`src/rtl/ofwm_pkg.sv`:
```
// ============================================================================
// ofwm_pkg : shared types and constants for the overwrite FIFO window mean
// Field widths, request codes and the default queue depth.
// ============================================================================
`default_nettype none

package ofwm_pkg;

    localparam int DEPTH_DEF = 8;
    localparam int VALUE_W   = 32;
    localparam int RATE_W    = 8;
    localparam int FILL_W    = 4;

    // request codes carried on req_type
    localparam logic REQ_ENQ = 1'b0;
    localparam logic REQ_DEQ = 1'b1;

    typedef logic [VALUE_W-1:0] value_t;
    typedef logic [RATE_W-1:0]  rate_t;
    typedef logic [FILL_W-1:0]  fill_t;

endpackage

`default_nettype wire

```
`src/rtl/ofwm_div.sv`:
```
// ============================================================================
// ofwm_div : iterative restoring divider, one quotient bit per cycle
// Produces an 8-bit quotient; the caller guarantees the quotient fits.
// ============================================================================
`default_nettype none

module ofwm_div #(
    parameter int NUM_W = 11,
    parameter int DEN_W = 4
) (
    input  wire logic             clk,
    input  wire logic             rst_n,
    input  wire logic             start,
    input  wire logic [NUM_W-1:0] num,
    input  wire logic [DEN_W-1:0] den,
    output logic                  done,
    output ofwm_pkg::rate_t       quot
);
    import ofwm_pkg::*;

    localparam int STEP_W = $clog2(RATE_W);

    logic              busy_reg, busy_next;
    logic [STEP_W-1:0] step_reg, step_next;
    logic [DEN_W-1:0]  rem_reg, rem_next;
    logic [DEN_W-1:0]  den_reg, den_next;
    rate_t             shf_reg, shf_next;   // numerator bits in, quotient bits out
    logic [DEN_W:0]    trial;
    logic              qbit;

    assign trial = {rem_reg, shf_reg[RATE_W-1]};
    assign qbit  = (trial >= {1'b0, den_reg});
    assign done  = busy_reg && (step_reg == STEP_W'(RATE_W - 1));
    assign quot  = shf_reg;

    always_comb
    begin
        busy_next = busy_reg;
        step_next = step_reg;
        rem_next  = rem_reg;
        den_next  = den_reg;
        shf_next  = shf_reg;
        if (start)
        begin
            busy_next = 1'b1;
            step_next = '0;
            // high part of the numerator is already below the divisor
            rem_next  = DEN_W'(num >> RATE_W);
            den_next  = den;
            shf_next  = num[RATE_W-1:0];
        end
        else if (busy_reg)
        begin
            rem_next  = qbit ? DEN_W'(trial - {1'b0, den_reg}) : trial[DEN_W-1:0];
            shf_next  = {shf_reg[RATE_W-2:0], qbit};
            step_next = step_reg + STEP_W'(1);
            if (done)
            begin
                busy_next = 1'b0;
            end
        end
    end

    always_ff @(posedge clk or negedge rst_n)
    begin
        if (!rst_n)
        begin
            busy_reg <= 1'b0;
            step_reg <= '0;
        end
        else
        begin
            busy_reg <= busy_next;
            step_reg <= step_next;
        end
    end

    always_ff @(posedge clk)
    begin
        rem_reg <= rem_next;
        den_reg <= den_next;
        shf_reg <= shf_next;
    end

endmodule

`default_nettype wire

```
`src/rtl/overwrite_fifo_window_mean.sv`:
```
// ============================================================================
// overwrite_fifo_window_mean : overwriting circular FIFO with rate mean
// Holds DEPTH entries of payload and rate; reports the rounded-up mean rate on each enqueue.
// ============================================================================
// Usage:
//   Input channel (in_valid / in_stall) carries one request item: an enqueue
//   (req_type = REQ_ENQ) of item_value / item_rate, or a dequeue of the
//   oldest entry. Every item yields exactly one result item on the output
//   channel (out_valid / out_stall).
//   An enqueue into a full queue drops the oldest entry first and flags
//   dropped_oldest. A dequeue of an empty queue returns zeros and was_empty.
//   A dequeue passes from acceptance through the read and done steps to
//   out_valid; an enqueue passes through read, divider start, divider wait
//   and done, the divider forming ceil(rate_sum / count) one quotient bit
//   per cycle. One item is in work at a time: in_stall is high from
//   acceptance until its result moves into the output register, so a new
//   item is not taken before the last one's result has moved there.
//   The output register frees the input side: a new item is taken while a
//   result still waits. If the receiver stalls, the finished result waits
//   in the sequencer until the output register empties.
//   Reset empties the queue (head, tail, count and sum cleared); the entry
//   memory is not cleared, since only held entries are ever used.
// ============================================================================
`default_nettype none

module overwrite_fifo_window_mean #(
    parameter int DEPTH = ofwm_pkg::DEPTH_DEF
) (
    input  wire logic             clk,
    input  wire logic             rst_n,
    // request channel
    input  wire logic             in_valid,
    output logic                  in_stall,
    input  wire logic             req_type,
    input  wire ofwm_pkg::value_t item_value,
    input  wire ofwm_pkg::rate_t  item_rate,
    // result channel
    output logic                  out_valid,
    input  wire logic             out_stall,
    output ofwm_pkg::rate_t       mean_rate,
    output ofwm_pkg::value_t      removed_value,
    output ofwm_pkg::rate_t       removed_rate,
    output logic                  was_empty,
    output logic                  dropped_oldest,
    output ofwm_pkg::fill_t       fill_count
);
    import ofwm_pkg::*;

    localparam int PTR_W = (DEPTH > 1) ? $clog2(DEPTH) : 1;
    localparam int CNT_W = $clog2(DEPTH + 1);
    localparam int SUM_W = $clog2(DEPTH * 255 + 1);
    localparam int NUM_W = $clog2(DEPTH * 256);

    // sequencer codes
    localparam logic [2:0] ST_IDLE     = 3'd0;
    localparam logic [2:0] ST_READ     = 3'd1;
    localparam logic [2:0] ST_DIV_GO   = 3'd2;
    localparam logic [2:0] ST_DIV_WAIT = 3'd3;
    localparam logic [2:0] ST_DONE     = 3'd4;

    localparam logic [PTR_W-1:0] LAST_SLOT = PTR_W'(DEPTH - 1);
    localparam logic [CNT_W-1:0] FULL_CNT  = CNT_W'(DEPTH);

    // ------------------------------------------------------------------
    // Control and queue state
    // ------------------------------------------------------------------
    logic [2:0]       state_reg, state_next;
    logic [PTR_W-1:0] head_reg, head_next;
    logic [PTR_W-1:0] tail_reg, tail_next;
    logic [CNT_W-1:0] count_reg, count_next;
    logic [SUM_W-1:0] sum_reg, sum_next;
    logic             out_valid_reg, out_valid_next;

    // latched request
    logic             req_reg;
    value_t           val_reg;
    rate_t            rate_reg;

    // pending result fields, formed in the read step
    value_t           pend_value_reg, pend_value_next;
    rate_t            pend_rate_reg, pend_rate_next;
    logic             pend_empty_reg, pend_empty_next;
    logic             pend_drop_reg, pend_drop_next;

    // output register
    rate_t            mean_reg, mean_next;
    value_t           rv_reg, rv_next;
    rate_t            rr_reg, rr_next;
    logic             empty_reg, empty_next;
    logic             drop_reg, drop_next;
    fill_t            fill_reg, fill_next;

    // entry memory, registered read at the head slot
    value_t           mem_value [DEPTH];
    rate_t            mem_rate  [DEPTH];
    value_t           rd_value_reg;
    rate_t            rd_rate_reg;

    logic             in_take;
    logic             out_free;
    logic             wr_en;
    logic             full;
    logic             div_start;
    logic             div_done;
    rate_t            div_quot;
    logic [NUM_W-1:0] div_num;

    assign in_stall  = (state_reg != ST_IDLE);
    assign in_take   = in_valid && !in_stall;
    assign out_free  = !out_valid_reg || !out_stall;
    assign full      = (count_reg == FULL_CNT);
    assign wr_en     = (state_reg == ST_READ) && (req_reg == REQ_ENQ);
    assign div_start = (state_reg == ST_DIV_GO);
    // ceil(sum / count) = floor((sum + count - 1) / count)
    assign div_num   = NUM_W'(sum_reg) + NUM_W'(count_reg) - NUM_W'(1);

    assign out_valid      = out_valid_reg;
    assign mean_rate      = mean_reg;
    assign removed_value  = rv_reg;
    assign removed_rate   = rr_reg;
    assign was_empty      = empty_reg;
    assign dropped_oldest = drop_reg;
    assign fill_count     = fill_reg;

    // ------------------------------------------------------------------
    // Divider
    // ------------------------------------------------------------------
    ofwm_div #(
        .NUM_W (NUM_W),
        .DEN_W (CNT_W)
    ) u_div (
        .clk   (clk),
        .rst_n (rst_n),
        .start (div_start),
        .num   (div_num),
        .den   (count_reg),
        .done  (div_done),
        .quot  (div_quot)
    );

    // ------------------------------------------------------------------
    // Sequencer
    // ------------------------------------------------------------------
    always_comb
    begin
        state_next      = state_reg;
        head_next       = head_reg;
        tail_next       = tail_reg;
        count_next      = count_reg;
        sum_next        = sum_reg;
        pend_value_next = pend_value_reg;
        pend_rate_next  = pend_rate_reg;
        pend_empty_next = pend_empty_reg;
        pend_drop_next  = pend_drop_reg;
        out_valid_next  = out_valid_reg;
        mean_next       = mean_reg;
        rv_next         = rv_reg;
        rr_next         = rr_reg;
        empty_next      = empty_reg;
        drop_next       = drop_reg;
        fill_next       = fill_reg;

        // retire the shown result once the receiver takes it
        if (out_valid_reg && !out_stall)
        begin
            out_valid_next = 1'b0;
        end

        case (state_reg)
            ST_IDLE:
            begin
                if (in_take)
                begin
                    state_next = ST_READ;
                end
            end
            ST_READ:
            begin
                pend_value_next = '0;
                pend_rate_next  = '0;
                pend_empty_next = 1'b0;
                pend_drop_next  = 1'b0;
                if (req_reg == REQ_ENQ)
                begin
                    // drop the oldest entry first when full, then store
                    if (full)
                    begin
                        pend_drop_next = 1'b1;
                        head_next      = (head_reg == LAST_SLOT) ? '0 : head_reg + PTR_W'(1);
                        sum_next       = sum_reg - SUM_W'(rd_rate_reg) + SUM_W'(rate_reg);
                    end
                    else
                    begin
                        count_next = count_reg + CNT_W'(1);
                        sum_next   = sum_reg + SUM_W'(rate_reg);
                    end
                    tail_next  = (tail_reg == LAST_SLOT) ? '0 : tail_reg + PTR_W'(1);
                    state_next = ST_DIV_GO;
                end
                else
                begin
                    if (count_reg == '0)
                    begin
                        pend_empty_next = 1'b1;
                    end
                    else
                    begin
                        pend_value_next = rd_value_reg;
                        pend_rate_next  = rd_rate_reg;
                        head_next  = (head_reg == LAST_SLOT) ? '0 : head_reg + PTR_W'(1);
                        count_next = count_reg - CNT_W'(1);
                        sum_next   = sum_reg - SUM_W'(rd_rate_reg);
                    end
                    state_next = ST_DONE;
                end
            end
            ST_DIV_GO:
            begin
                state_next = ST_DIV_WAIT;
            end
            ST_DIV_WAIT:
            begin
                if (div_done)
                begin
                    state_next = ST_DONE;
                end
            end
            ST_DONE:
            begin
                // hold here until the output register is free
                if (out_free)
                begin
                    out_valid_next = 1'b1;
                    mean_next      = (req_reg == REQ_ENQ) ? div_quot : '0;
                    rv_next        = pend_value_reg;
                    rr_next        = pend_rate_reg;
                    empty_next     = pend_empty_reg;
                    drop_next      = pend_drop_reg;
                    fill_next      = FILL_W'(count_reg);
                    state_next     = ST_IDLE;
                end
            end
            default:
            begin
                state_next = ST_IDLE;
            end
        endcase
    end

    always_ff @(posedge clk or negedge rst_n)
    begin
        if (!rst_n)
        begin
            state_reg     <= ST_IDLE;
            head_reg      <= '0;
            tail_reg      <= '0;
            count_reg     <= '0;
            sum_reg       <= '0;
            out_valid_reg <= 1'b0;
        end
        else
        begin
            state_reg     <= state_next;
            head_reg      <= head_next;
            tail_reg      <= tail_next;
            count_reg     <= count_next;
            sum_reg       <= sum_next;
            out_valid_reg <= out_valid_next;
        end
    end

    // payload registers
    always_ff @(posedge clk)
    begin
        if (in_take)
        begin
            req_reg  <= req_type;
            val_reg  <= item_value;
            rate_reg <= item_rate;
        end
        pend_value_reg <= pend_value_next;
        pend_rate_reg  <= pend_rate_next;
        pend_empty_reg <= pend_empty_next;
        pend_drop_reg  <= pend_drop_next;
        mean_reg       <= mean_next;
        rv_reg         <= rv_next;
        rr_reg         <= rr_next;
        empty_reg      <= empty_next;
        drop_reg       <= drop_next;
        fill_reg       <= fill_next;
    end

    // entry memory: read the head slot on acceptance, write the tail slot
    always_ff @(posedge clk)
    begin
        if (wr_en)
        begin
            mem_value[tail_reg] <= val_reg;
            mem_rate[tail_reg]  <= rate_reg;
        end
        if (in_take)
        begin
            rd_value_reg <= mem_value[head_reg];
            rd_rate_reg  <= mem_rate[head_reg];
        end
    end

endmodule

`default_nettype wire

```
`config.mk`:
```
export PLATFORM = sky130hd
export DESIGN_NAME = overwrite_fifo_window_mean
export DESIGN_NICKNAME = d
export VERILOG_FILES = /design/src/rtl/ofwm_pkg.sv /design/src/rtl/ofwm_div.sv /design/src/rtl/overwrite_fifo_window_mean.sv
export SDC_FILE = /design/constraint.sdc
export NUM_CORES = 1
export LEC_CHECK = 0
export ABC_AREA = 1
export BUFFER_PORTS_ARGS = -buffer_cell sky130_fd_sc_hd__buf_2
export CAP_MARGIN = 20
export CORE_ASPECT_RATIO = 1.1
export CORE_MARGIN = 5
export CORE_UTILIZATION = 50
export CTS_CLUSTER_DIAMETER = 30
export CTS_CLUSTER_SIZE = 12
export DETAILED_ROUTE_END_ITERATION = 8
export GPL_ROUTABILITY_DRIVEN = 0
export HOLD_SLACK_MARGIN = 0.02
export PLACE_DENSITY = 0.67
export SYNTH_ARGS = -nofsm -noshare
export SYNTH_HDL_FRONTEND = slang
export SYNTH_SLANG_ARGS = --single-unit
```
`constraint.sdc`:
```
create_clock -name clk -period 5.7 [get_ports clk]
set_input_delay 0.57 -clock clk [delete_from_list [all_inputs] [get_ports clk]]
set_output_delay 0.57 -clock clk [all_outputs]
set_load 0.005 [all_outputs]
```
### Word level (Yosys, flattened, before mapping)

Memory sizes are Yosys's and may differ from the RTL's. A register that Yosys moved wholly into a read port is not among the register bits.
Cells that the tools add are included.

| storage, ports and cells | value |
|---|---|
| memories | 2 |
| input bits | 45 |
| latch bits | 0 |
| memory bits (read-only) | 0 |
| RAM bits | 320 |
| register bits | 182 |
| output and inout port bits | 56 |
| logic and storage cells | 106 |

| cells by class | value |
|---|---|
| shift-type cells | 0 |
| multiply operators | 0 |
| bitwise gates (word level) | 1 |
| add/sub/neg operators | 11 |
| reductions and logical operators | 20 |
| divide/modulo/power cells | 0 |
| eq/ne operators | 13 |
| mux-type cells | 33 |
| $lt $le $gt $ge | 1 |

Memories:

| memory | words | width | rd ports | clocked after memory_dff | wr ports | line | RTL |
|---|---|---|---|---|---|---|---|
| mem_value | 8 | 32 | 1 | 1 | 1 | overwrite_fifo_window_mean.sv:94 | `value_t mem_value [DEPTH];` |
| mem_rate | 8 | 8 | 1 | 1 | 1 | overwrite_fifo_window_mean.sv:95 | `rate_t mem_rate [DEPTH];` |

Operators by type and width:

| cell | number |
|---|---|
| $mux 3 | 13 |
| $mux 11 | 3 |
| $add 11x8->11 | 2 |
| $mux 4 | 4 |
| $mux 8 | 2 |
| $pmux 3 s5 | 1 |
| $eq 3x3->1 const B | 4 |
| $add 11x4->11 | 1 |
| $sub 11x1->11 const B | 1 |
| $sub 11x8->11 | 1 |
| $mux 1 | 10 |
| $ne 2x2->1 const B | 5 |
| $add 3x1->3 const B | 3 |
| $reduce_and 3->1 | 3 |
| $eq 3x2->1 const B | 2 |
| $reduce_and 2->1 | 3 |
| $ge 5x4->1 | 1 |
| $add 4x1->4 const B | 1 |
| $eq 4x4->1 const B | 1 |
| $logic_and 1x1->1 | 4 |
| $logic_not 4->1 | 1 |
| $reduce_bool 2->1 | 2 |
| $sub 4x1->4 const B | 1 |
| $sub 4x4->4 | 1 |
| other kinds (7) | 9 |

### Depth between registers and ports, before layout

Gate-level depths: netlist of run 1.

| logic depth | value |
|---|---|
| word-level depth | 5 |
| gate-level depth with buffers | 22 |
| gate-level depth less buffers | 22 |

### Cells and area by module

From an unflattened synthesis of run 1, not the netlist that was laid out.

| unflattened totals | value |
|---|---|
| cells, all modules | 1704 |
| area total of the unflattened synthesis | 21840.9 µm² |

By module, submodules not included:

| module | times used | area an instance (µm²) | seq. area each (µm²) | cells an instance |
|---|---|---|---|---|
| overwrite_fifo_window_mean | 1 | 20782.4 | 15549.9 | 1595 |
| ofwm_div | 1 | 1058.5 | 570.5 | 109 |

### Least setup slack after synthesis of run 1

No wires, ideal clock.

| timing | value |
|---|---|
| kind | register to register |
| start point | register state_reg[2] |
| end point | register rate_reg[0] (enable) |
| clock period less this slack | 4.532 ns |
| required time | 5.179 ns |
| path buffers | 0 |
| setup time | 0.521 ns |
| cell stages (with the launch flop) | 4 |
| path slack | 1.168 ns |
| arrival | 4.011 ns |
| cell sequence | dfrtp_1 > nor2_1 > nand2_1 > nor2_1 |

| on the way | value |
|---|---|
| cells in the longest elaborated chain, start to end | 3 |

Ends and longest elaborated chain:

| item | line | RTL |
|---|---|---|
| start: declaration | overwrite_fifo_window_mean.sv:67 | `logic [2:0] state_reg, state_next;` |
| start signal: assignment | overwrite_fifo_window_mean.sv:263 | `state_reg <= state_next;` |
| $reduce_bool 3->1 | overwrite_fifo_window_mean.sv:108 | `assign in_stall = (state_reg != ST_IDLE);` |
| via in_stall | overwrite_fifo_window_mean.sv:33 | `output logic in_stall,` |
| $logic_not 1->1 | overwrite_fifo_window_mean.sv:109 | `assign in_take = in_valid && !in_stall;` |
| $logic_and 1x1->1 | overwrite_fifo_window_mean.sv:109 |  |
| via in_take | overwrite_fifo_window_mean.sv:99 | `logic in_take;` |
| end signal: assignment | overwrite_fifo_window_mean.sv:279 | `rate_reg <= item_rate;` |
| end: declaration | overwrite_fifo_window_mean.sv:77 | `rate_t rate_reg;` |

The timed path passes the listed nets, and every way through them passes these cells.
A chain may end at the register's enable or synchronous reset.

### Worst setup path after layout of run 1

| timing | value |
|---|---|
| start point | register sum_reg[2] |
| end point | register sum_reg[8] |

| on the way | value |
|---|---|
| cells in the longest elaborated chain, start to end | 4 |
| elaborated cells on any way between the ends | 6 |
| those cells by class | add/sub (3); mux (3) |

Ends and longest elaborated chain:

| item | line | RTL |
|---|---|---|
| start: declaration | overwrite_fifo_window_mean.sv:71 | `logic [SUM_W-1:0] sum_reg, sum_next;` |
| start signal: assignment | overwrite_fifo_window_mean.sv:267 | `sum_reg <= sum_next;` |
| $sub 11x8->11 | overwrite_fifo_window_mean.sv:190, overwrite_fifo_window_mean.sv:212 |  |
| $add 11x8->11 | overwrite_fifo_window_mean.sv:190 | `sum_next = sum_reg - SUM_W'(rd_rate_reg) + SUM_W'(rate_reg);` |
| $mux 11 | overwrite_fifo_window_mean.sv:186 | `if (full)` |
| $mux 11 (*) | overwrite_fifo_window_mean.sv:183 | `if (req_reg == REQ_ENQ)` |

Every way passes the cells marked *; elsewhere a longest branch is shown, timed or not. The select of a mux whose other input is x is not followed.

==> results.md, run 1 <==
- Die area: 0.04766 mm2
- Most flops, register: mem_value
- Share of the synthesized area in the top cell type: 70.87%
- CTS tree: yes
- Routed Antenna Nets: 0
- CP top delay family: compound AO/OA/AOI/OAI gates
- #FFs+latches synth: 542
- Post-DR vias/cell: 5.345
- Final setup fails: 0
- CP bufs+invs: 0
- Diodes inserted: 0
- Row count: 80
- Status: complete, no violations
- Startpoint types: flip-flop
- HPWL after DPL: 25140 um
- Pre-antenna DRT Iters: 6
- Mapped Nets: 1768
- Fillers: 3267
- Slowest cell on crit path: dfrtp_1
- Post-CTS Setup Repair Bufs: 0
- Multi-input gate area: 0.004855 mm2
- Slew headroom: 33.31%
- Initial core utilization: 50.29%
- Number of enable flip-flop cells after synthesis: 512
- Critical path's largest stage delay: 390 ps
- Final min period: 3241 ps
- First-pass GRT wire length: 73860 um
- Placed instance area: 0.02283 mm2
- Port-buffer cells: 100
- Htree depth: 3
- Die Y: 228.5 um
- Clock slew at reported path FFs: 50 ps
- Top post-synthesis cells by area: edfxtp_1, nor2_1, o21ai_0
- Sequential area share after synthesis: 74.31%
- Vias in the first global route: 13.43k
- Hold Path Class: primary input to async pin
- Largest regs: mem_value (256), mem_rate (64)
- Num CTS Buffers: 102
- Crit path DAT: 3680 ps
- Clk_skew: 35.30 ps
- Hold Buf Count CTS: 0
- Pin count of the biggest net entering global routing: 93
- DRC violation count after routing: 0
- Ys flop type: edfxtp_1
- Ys async rst share: 5.351%
- Period utilisation layout: 56.86%
- Post-synth top area cell: edfxtp_1
- Ports: 101
- Final WL: 46830 um
- Clock sinks: 542
- Syn avg cell area: 12.96 um2
- Worst slew pin tran: 1000 ps
- Gr ovfl total: 0
- Commonest cells in the synthesized netlist: edfxtp_1, nor2_1, o21ai_0
- Longest Clk Path Bufs: 3
- Vias after detailed routing: 13.29k
- Max-slew violations: 0
- Setup TNS: 0 ps
- Max FFs per register: 256
- Area Overhead vs Synth: 21.46%
- Clock Latency Late Sink: 630 ps
- Crit end category: flip-flop
- Syn. warnings: 0
- Netlist cell types: 47
- Max IR drop VDD: 0.0003036 V
- Core ar.: 0.04314 mm2
- Finished Cell Area: 0.02635 mm2
- CTS root buffer: clkbuf_16
- Final nets: 1919
- Routed len/inst: 18.83 um
- Lkg Pwr: 9.769 nW
- Detailed Route Iter0 Violations: 1205
- Most frequent cell after synthesis: edfxtp_1
- Overall Global Routing Usage: 19.68%
- Fmax: 308.5 MHz
- Layout cells sized above 1: 16.78%
- Mapped Cells: 1674
- Maxcap violations: 0
- Post_cts resized: 0
- FF+latch area: 0.01613 mm2
- Number of hold violations in the final report: 0
- Critical Path, Cell by Cell: ha_1 > nand2_1 > nand2_1 > nand2_1 > nand2_1 > a21oi_1 > nor2_1 > nor2_1 > xnor2_1 > nand2_1 > o21ai_0 > ha_1 > a21oi_1 > o21ai_0 > a21oi_1 > nand2_1 > nand2_1 > o21ai_1 > nand2_1 > o21ai_0
- Pwr dens: 595.2 mW/mm2
- Mapped cell area: 0.02169 mm2
- Initial antenna violation count: 0
- Die X: 208.6 um
- Most frequent cell on the critical path: nand2_1
- Kind of critical path: flip-flop to flip-flop
- RSZ-0062 raised after global routing: no
- CP max FO: 5
- Critical Path RT: 6140 ps
cell usage in the layout, fill, tap and decap left out, drive strengths merged, types with 8 or more instances in the layout:
cell type / instances
buf: 121
clkinvlp: 9
nor2: 373
xnor2: 9
dfrtp: 29
ha: 44
o22ai: 44
o21ai: 204
a31oi: 46
nand3: 30
edfxtp: 512
xor2: 8
clkbuf: 119
nand2: 114
a21oi: 31
bufinv: 15
clkinv: 46
inv: 126
cell families after synthesis:
kind of cell	share of synthesized area, %
xor gates and xnor gates	0.6863
buffers and inverters	3.639
and+or+nand+nor	9.839
AOI/OAI and AO/OA	8.530
DFF	74.31
adders and majority gates	2.999
report_power, final:
part	internal (mW)	total, mW	switching, mW
clock	4.02	5.99	1.97
sequential	5.34	5.74	0.406
combinational	1.31	3.95	2.64
total	10.7	15.7	5.02
metrics by stage:
step	power (mW)	hold slack (ps)	util (%)	cells	setup WS [ps]
after floorplan	8.610	274.4	-	1674	1168
after global placement	9.595	402.4	52.91	2294	2571
after detailed placement	9.742	404.5	52.91	2294	2469
after CTS	15.79	24.48	61.03	2486	2481
after global routing	16.58	96.69	61.08	2487	2159
final	15.68	24.46	61.08	2487	2459
layer usage:
metal / GRT usage [%] / up-vias / routed length (um)
met5: 0 / - / 0
met4: 7.179 / 0 / 1099
met3: 3.514 / 79 / 2673
met2: 33.23 / 415 / 23150
met1: 25.82 / 6502 / 19910
li1: - / 6297 / -
layout make-up:
type	instances	share of cell area, %
Multi-Input combinational cell	935	18.42
Sequential cell	542	61.20
Clock inverter	73	3.205
Timing Repair Buffer	121	2.593
Tap cell	574	2.726
Inverter	123	1.766
Clock buffer	119	10.09
final timing paths:
kind	startpoint	end	slack, ps	cells after the start
max	sum_reg[2]$_DFFE_PN0P_	sum_reg[8]$_DFFE_PN0P_	2460	20
min	rst_n	count_reg[0]$_DFFE_PN0P_	20	1
max reg2reg	sum_reg[2]$_DFFE_PN0P_	sum_reg[8]$_DFFE_PN0P_	2460	20
min reg2reg	pend_value_reg[11]$_SDFFCE_PP0P_	removed_value[11]$_DFFE_PP_	410	0
max in group asynchronous	rst_n	head_reg[0]$_DFFE_PN0P_	5110	1
min in group clk	item_value[9]	val_reg[9]$_DFFE_PP_	120	1
No activity file was read; power rests on OpenSTA's default activity.
==> run 2, diff against run 1 <==
ABC_AREA = 0   (was 1)
clock period = 3.36 ns   (was 5.7 ns; I/O delays follow)
==> results.md, run 2 <==
- Multi-input gate area: 0.005241 mm2 (+8.0%)
- Crit. Startpoint: rd_rate_reg[0]$_DFFE_PP_
- Met1 Resource Use GR: 24.23% (-1.6 points)
- Die X: 207.5 um (-0.54%)
- Max IR drop VDD: 0.0004859 V (+60%)
- Hold Path Class: primary input to flip-flop
- Clk_skew: 30.20 ps (-5.100 ps)
- Reg2Reg Depth: 15 (-25%)
- Most frequent cells in the layout: edfxtp_1, clkbuf_16, buf_2, mux4_2, buf_4
- Pre-antenna DRT Iters: 5 (-1)
- Layout cells sized above 1: 33.07% (+16 points)
- Vias after detailed routing: 11.20k (-16%)
- Largest regs: mem_value (256), mem_rate (64)
- FF+latch area: 0.01613 mm2 (about the same)
- Final min period: 3440 ps (+198.8 ps)
- CTS root buffer: clkbuf_16
- Max-slew violations: 0 (unchanged)
- HPWL after DPL: 24200 um (-3.7%)
- CTS tree: yes
- Clock sinks: 542 (unchanged)
- Number of enable flip-flop cells after synthesis: 512 (unchanged)
- Initial core utilization: 50.58% (+0.30 points)
- Longest Clk Path Bufs: 3 (unchanged)
- Row count: 79 (-1.3%)
- Slew headroom: 32.20% (-1.1 points)
- Ports: 101 (unchanged)
- Hold path start: in_valid
- Initial antenna violation count: 0 (unchanged)
- Reg2reg setup slack: -80 ps (-2540 ps)
- Critical Path, Cell by Cell: ha_4 > fa_2 > nor2b_2 > o31a_1 > o21a_1 > nor2_2 > xor2_1 > o21ai_1 > ha_1 > o21a_1 > a21o_1 > o311a_4 > and4_4 > a2111oi_4 > nand4_1
- Final setup fails: 1 (+1)
- Pin count of the biggest net entering global routing: 47 (-49%)
- Die Y: 227.2 um (-0.54%)
- Most frequent cell after synthesis: edfxtp_1
- Startpoint types: flip-flop
- Fillers: 2898 (-11%)
- Routed len/inst: 20.81 um (+10%)
- Placed instance area: 0.02310 mm2 (+1.2%)
- Worst slew pin tran: 1015 ps (+14.28 ps)
- Critical path's largest stage delay: 420 ps (+30 ps)
- Commonest cells in the synthesized netlist: edfxtp_1, mux4_2, nand2_1, nor2_1
- #FFs+latches synth: 542 (unchanged)
- RSZ-0062 raised after global routing: yes
- Syn avg cell area: 18.59 um2 (+43%)
- Mapped cell area: 0.02145 mm2 (-1.1%)
- Diodes inserted: 0 (unchanged)
- Top post-synthesis cells by area: edfxtp_1, mux4_2, dfrtp_1
- Violated checks: negative setup slack
- Mapped Nets: 1248 (-29%)
- Worst Hold End: state_reg[0]$_DFFE_PN0P_
- Sequential area share after synthesis: 75.16% (+0.85 points)
- Post-synth top area cell: edfxtp_1
- Core ar.: 0.04240 mm2 (-1.7%)
- Most common cell after layout, fill and taps aside: edfxtp_1
- Period utilisation layout: 102.4% (+46 points)
- Port-buffer cells: 100 (unchanged)
- Most frequent cell on the critical path: o21a_1
- Share of the synthesized area in the top cell type: 71.68% (+0.81 points)
- Syn. warnings: 0 (unchanged)
- Clock slew at reported path FFs: 40 ps (about the same)
- Detailed Route Iter0 Violations: 878 (-27%)
- Status: finished with violations
- Gr ovfl total: 0 (unchanged)
- Mapped Cells: 1154 (-31%)
- GRT met2 Usage: 31.70% (-1.5 points)
- First-pass GRT wire length: 67090 um (-9.2%)
- Final nets: 1509 (-21%)
- Lkg Pwr: 9.694 nW (-0.76%)
- End-of-flow core utilization: 63.87% (+2.8 points)
- Overall Global Routing Usage: 18.49% (-1.2 points)
- Post-DR vias/cell: 5.417 (+1.3%)
- Fmax: 290.7 MHz (-5.8%)
- Most flops, register: mem_value
- Num CTS Buffers: 101 (-0.98%)
- R2r endpoint: sum_reg[10]$_DFFE_PN0P_
- Min Hold Slack: 167.6 ps (+143.1 ps)
- Finished Cell Area: 0.02708 mm2 (+2.8%)
- Area Overhead vs Synth: 26.26%
- Crit path DAT: 3900 ps (+220 ps)
- Number of hold violations in the final report: 0 (unchanged)
- CP max FO: 4 (-1)
- DRC violation count after routing: 0 (unchanged)
- Critical Path RT: 3820 ps (-2320 ps)
- Maxcap violations: 0 (unchanged)
- Kind of critical path: flip-flop to flip-flop
- Hold Path Cell Cnt: 5
- Routed Antenna Nets: 0 (unchanged)
- Crit end category: flip-flop
- Final WL: 43000 um (-8.2%)
- Clock Latency Late Sink: 620 ps (about the same)
- Die area: 0.04715 mm2 (-1.1%)
- GRT busiest layer: met2
- Ys async rst share: 5.351% (unchanged)
- Pwr dens: 970.2 mW/mm2 (+63%)
- Vias in the first global route: 11.84k (-12%)
- Slowest cell on crit path: edfxtp_1
- Grt met3 use: 3.404% (-0.11 points)
- Setup ws final: -79.77 ps (-2539 ps)
- Max FFs per register: 256 (unchanged)
- Ys flop type: edfxtp_1
- Htree depth: 3 (unchanged)
- Netlist cell types: 61 (+30%)
- Reg2reg start: rd_rate_reg[0]$_DFFE_PP_
-- run 2: changes by cell type after synthesis, moves of 42 or more --
cell	before	now
nor2_1	370	49
inv_1	116	45
nand2_1	106	49
o22ai_1	44	0
mux2_2	0	45
o21ai_0	194	39
mux4_2	0	80
a31oi_1	46	4
-- run 2: where the power goes --
part	internal [mW]	switching, mW	total (mW)	leakage [nW]
sequential	8.97	0.744	9.72	5.02
combinational	3.25	3.59	6.83	3.07
clock	6.38	3.34	9.73	1.60
-- run 2: layout make-up --
type,count,area share (%)
Sequential cell,542,59.56
Multi-Input combinational cell,521,19.35
Clock buffer,119,9.850
Timing Repair Buffer,203,5.331
Clock inverter,69,2.647
Tap cell,567,2.620
Inverter,46,0.6376
-- run 2: kinds of logic (layout without fill, tap and decap cells) --
| kind of cell | count (synthesis) | count (layout) | share of synthesized area [%] |
|---|---|---|---|
| multiplexers | 130 | 130 | 11.00 |
| XOR/XNOR | 23 | 23 | 0.9391 |
| buffers and inverters | 91 | 437 | 1.598 |
| adder cells (fa/ha/maj) | 49 | 49 | 3.033 |
| AO/OA/AOI/OAI | 110 | 110 | 3.331 |
| flip-flops | 542 | 542 | 75.16 |
| AND/OR/NAND/NOR | 209 | 209 | 4.947 |
-- run 2: how the worst max path moves through the flow --
stage                               endpoint  slack, ps
finish               sum_reg[10]$_DFFE_PN0P_        -80
detailed placement   sum_reg[10]$_DFFE_PN0P_       -320
global placement     sum_reg[10]$_DFFE_PN0P_       -140
floorplan           mem_rate[0][0]$_DFFE_PP_       -670
global route         sum_reg[10]$_DFFE_PN0P_       -220
CTS                  sum_reg[10]$_DFFE_PN0P_        -30
-- run 2: critical path: cells and delay by family, from the launching register on --
kind	cells	cell delay, ps
xor+xnor	1	190
flops	1	420
compound gates	7	1280
simple gates	4	490
fa+ha+maj	3	930
-- run 2: through the flow --
| stage | worst slack (ps) | power (mW) | TNS (ps) | std cells |
|---|---|---|---|---|
| floorplan | -671.8 | 14.30 | -93200 | 1154 |
| global placement | -135.7 | 16.22 | -135.7 | 1832 |
| detailed placement | -320.3 | 16.35 | -451.7 | 1832 |
| CTS | -27.09 | 26.36 | -27.09 | 2065 |
| global route | -219.9 | 27.66 | -395.8 | 2067 |
| finish | -79.77 | 26.28 | -79.77 | 2067 |
-- run 2: metal layers --
| metal | share of wire (%) | vias up |
|---|---|---|
| li1 | - | 5133 |
| met1 | 42 | 5648 |
| met2 | 51 | 338 |
| met3 | 5.3 | 78 |
| met4 | 2.0 | 0 |
| met5 | 0 | - |
-- run 2: timing repair --
action / CTS / global route
gates cloned: 0 / 0
pin swaps: 7 / 22
buffers inserted: 2 / 2
resized for setup: 18 / 18
hold buffers: 43 / 0
endpoints found under the hold margin: 71 / 0
endpoints found under the setup margin: 3 / 4
==> run 3, diff against run 2 <==
SETUP_SLACK_MARGIN = 0.05   (was not set)
==> results.md, run 3 (synthesized netlist as in run 2, its figures left out) <==
- HPWL after DPL: 24080 um (-0.48%)
- Routed Antenna Nets: 0 (unchanged)
- Hold Path Cell Cnt: 5 (unchanged)
- CTS root buffer: clkbuf_16
- Worst Hold End: state_reg[0]$_DFFE_PN0P_
- Pwr dens: 991.6 mW/mm2 (+2.2%)
- RSZ-0062 raised after global routing: yes
- Reg2reg setup slack: -8 ps (+70 ps)
- Most flops, register: mem_value
- Area Overhead vs Synth: 27.86%
- R2r endpoint: sum_reg[10]$_DFFE_PN0P_
- Reg2reg start: rd_rate_reg[0]$_DFFE_PP_
- Vias after detailed routing: 11.29k (+0.86%)
- Row count: 79 (unchanged)
- Kind of critical path: flip-flop to flip-flop
- Hold path start: in_valid
- Diodes inserted: 0 (unchanged)
- Num CTS Buffers: 101 (unchanged)
- Period utilisation layout: 100.3% (-2.1 points)
- DRC violation count after routing: 0 (unchanged)
- Slew headroom: 31.77% (-0.43 points)
- Max IR drop VDD: 0.0007165 V (+47%)
- Dpl cells: 1831 (-0.055%)
- Total chip power: 27.20 mW (+3.5%)
- Overall Global Routing Usage: 18.64% (+0.15 points)
- Critical Path RT: 3830 ps (about the same)
- Layout cells sized above 1: 35.14% (+2.1 points)
- Worst slew pin tran: 1014 ps (-0.5449 ps)
- Routed len/inst: 20.87 um (+0.31%)
- Lkg Pwr: 9.882 nW (+1.9%)
- Critical Path, Cell by Cell: ha_4 > fa_2 > nor2b_2 > o31a_1 > o21a_1 > nor2_2 > xor2_1 > o21ai_1 > ha_2 > o21a_1 > a21o_1 > o311a_4 > and3_4 > a2111oi_4 > nand4_1
- Final cell count without fillers: 2078 (+0.53%)
- CP bufs+invs: 0 (unchanged)
- First-pass GRT wire length: 67600 um (+0.76%)
- Violated checks: negative setup slack
- Maxcap violations: 0 (unchanged)
- Longest Clk Path Bufs: 3 (unchanged)
- Crit path DAT: 3840 ps (-60 ps)
- Startpoint types: flip-flop
- Initial core utilization: 50.58% (unchanged)
- Final WL: 43370 um (+0.84%)
- CP max FO: 4 (unchanged)
- Die Y: 227.2 um (unchanged)
- Fillers: 2868 (-1.0%)
- Detailed Route Iter0 Violations: 789 (-10%)
- Max FFs per register: 256 (unchanged)
- CP top delay family: compound AO/OA/AOI/OAI gates
- Die X: 207.5 um (unchanged)
- Port-buffer cells: 100 (unchanged)
- Vias in the first global route: 11.85k (+0.084%)
- Initial antenna violation count: 1 (+1)
- Max-slew violations: 0 (unchanged)
- Reg2Reg Depth: 15 (unchanged)
- Most frequent cells in the layout: edfxtp_1, clkbuf_16, buf_2, mux4_2, buf_4
- Number of hold violations in the final report: 0 (unchanged)
- Final nets: 1517 (+0.53%)
- Slowest cell on crit path: edfxtp_1
- Pre-CTS WS: -279.4 ps (+40.87 ps)
- Pre-antenna DRT Iters: 5 (unchanged)
- Final min period: 3368 ps (-71.36 ps)
- Fmax: 296.9 MHz (+2.1%)
- Pin count of the biggest net entering global routing: 72 (+53%)
- CTS tree: yes
- Status: finished with violations
- Core ar.: 0.04240 mm2 (unchanged)
- Largest regs: mem_value (256), mem_rate (64)
- Clock slew at reported path FFs: 50 ps (about the same)
- Htree depth: 3 (unchanged)
- Clock sinks: 542 (unchanged)
- Multi-input gate area: 0.005279 mm2 (+0.72%)
- Most common cell after layout, fill and taps aside: edfxtp_1
- End-of-flow core utilization: 64.68% (+0.81 points)
- Final setup fails: 1 (unchanged)
- FF+latch area: 0.01613 mm2 (unchanged)
- Ports: 101 (unchanged)
- Clk_skew: 19.47 ps (-10.73 ps)
- Die area: 0.04715 mm2 (unchanged)
- Most frequent cell on the critical path: o21a_1
- Clock Latency Late Sink: 630 ps (about the same)
- Setup ws final: -8.412 ps (+71.36 ps)
- Post-DR vias/cell: 5.435 (+0.32%)
- Crit end category: flip-flop
- Hold Path Class: primary input to flip-flop
- Critical path's largest stage delay: 410 ps (about the same)
- Gr ovfl total: 0 (unchanged)
## run 3: cell types whose count changed in the layout (fill, tap and decap cells not counted), sizes merged
cell and delta:
clkinv +6, buf +8, inv +7, bufinv +9
clkinvlp -7, clkbuf -12
## run 3: area by class of cell
class,instances,share of cell area [%]
inverters,46,0.6387
repair buffers,211,5.543
flip-flops and latches,542,58.82
well taps,567,2.587
multi-input cells,521,19.25
clock buffers,107,9.298
clock inverters,84,3.869
## run 3: where the power goes
group / total, mW / internal [mW] / switching (mW)
combinational: 7.08 / 3.39 / 3.69
clock: 10.4 / 6.97 / 3.46
sequential: 9.69 / 8.97 / 0.717
total: 27.2 / 19.3 / 7.87
## run 3: metal layers
metal / up-vias / part of all wire, % / global-route usage [%]
met2: 342 / 49 / 30.80
met3: 79 / 6.2 / 3.955
met1: 5708 / 43 / 25.09
met4: 0 / 2.1 / 6.527
met5: - / 0 / 0
li1: 5164 / - / -
## run 3: worst max-delay path by stage
stage | from | to | slack (ps) | cells past startpoint
finish | rd_rate_reg[0]$_DFFE_PP_ | sum_reg[10]$_DFFE_PN0P_ | -8 | 15
global route | rd_rate_reg[0]$_DFFE_PP_ | sum_reg[10]$_DFFE_PN0P_ | -230 | 15
CTS | rd_rate_reg[1]$_DFFE_PP_ | sum_reg[10]$_DFFE_PN0P_ | -3 | 15
detailed placement | rd_rate_reg[1]$_DFFE_PP_ | sum_reg[10]$_DFFE_PN0P_ | -280 | 15
global placement | rd_rate_reg[1]$_DFFE_PP_ | sum_reg[10]$_DFFE_PN0P_ | -200 | 15
floorplan | state_reg[1]$_DFFE_PN0P_ | mem_rate[0][0]$_DFFE_PP_ | -670 | 5
## run 3: through the flow
| stage | setup TNS (ps) | instance area, um2 | hold WS [ps] |
|---|---|---|---|
| 2_1_floorplan | -93200 | 21590 | 40.41 |
| 3_3_place_gp | -196.7 | 23130 | 401.1 |
| 3_5_place_dp | -279.4 | 23130 | 404.5 |
| 4_1_cts | -3.348 | 27310 | 58.25 |
| 5_1_grt | -348.0 | 27430 | 137.0 |
| 6_report | -8.412 | 27430 | 96.94 |
## run 3: what timing repair did
| action | CTS | global route |
|---|---|---|
| endpoints found under the hold margin | 71 | 0 |
| cloned | 0 | 0 |
| pin swaps | 21 | 22 |
| endpoints found under the setup margin | 3 | 7 |
| setup buffers | 10 | 3 |
| gates resized for setup | 20 | 23 |
| hold buffers | 43 | 0 |
## run 3: worst register-to-register path, cell delays in order, from the launching register on
cell and delay [ps]:
edfxtp_1 410, ha_4 190, fa_2 370, nor2b_2 140
o31a_1 230, o21a_1 150, nor2_2 40, xor2_1 170
o21ai_1 140, ha_2 290, o21a_1 170, a21o_1 200
o311a_4 140, and3_4 190, a2111oi_4 280, nand4_1 110
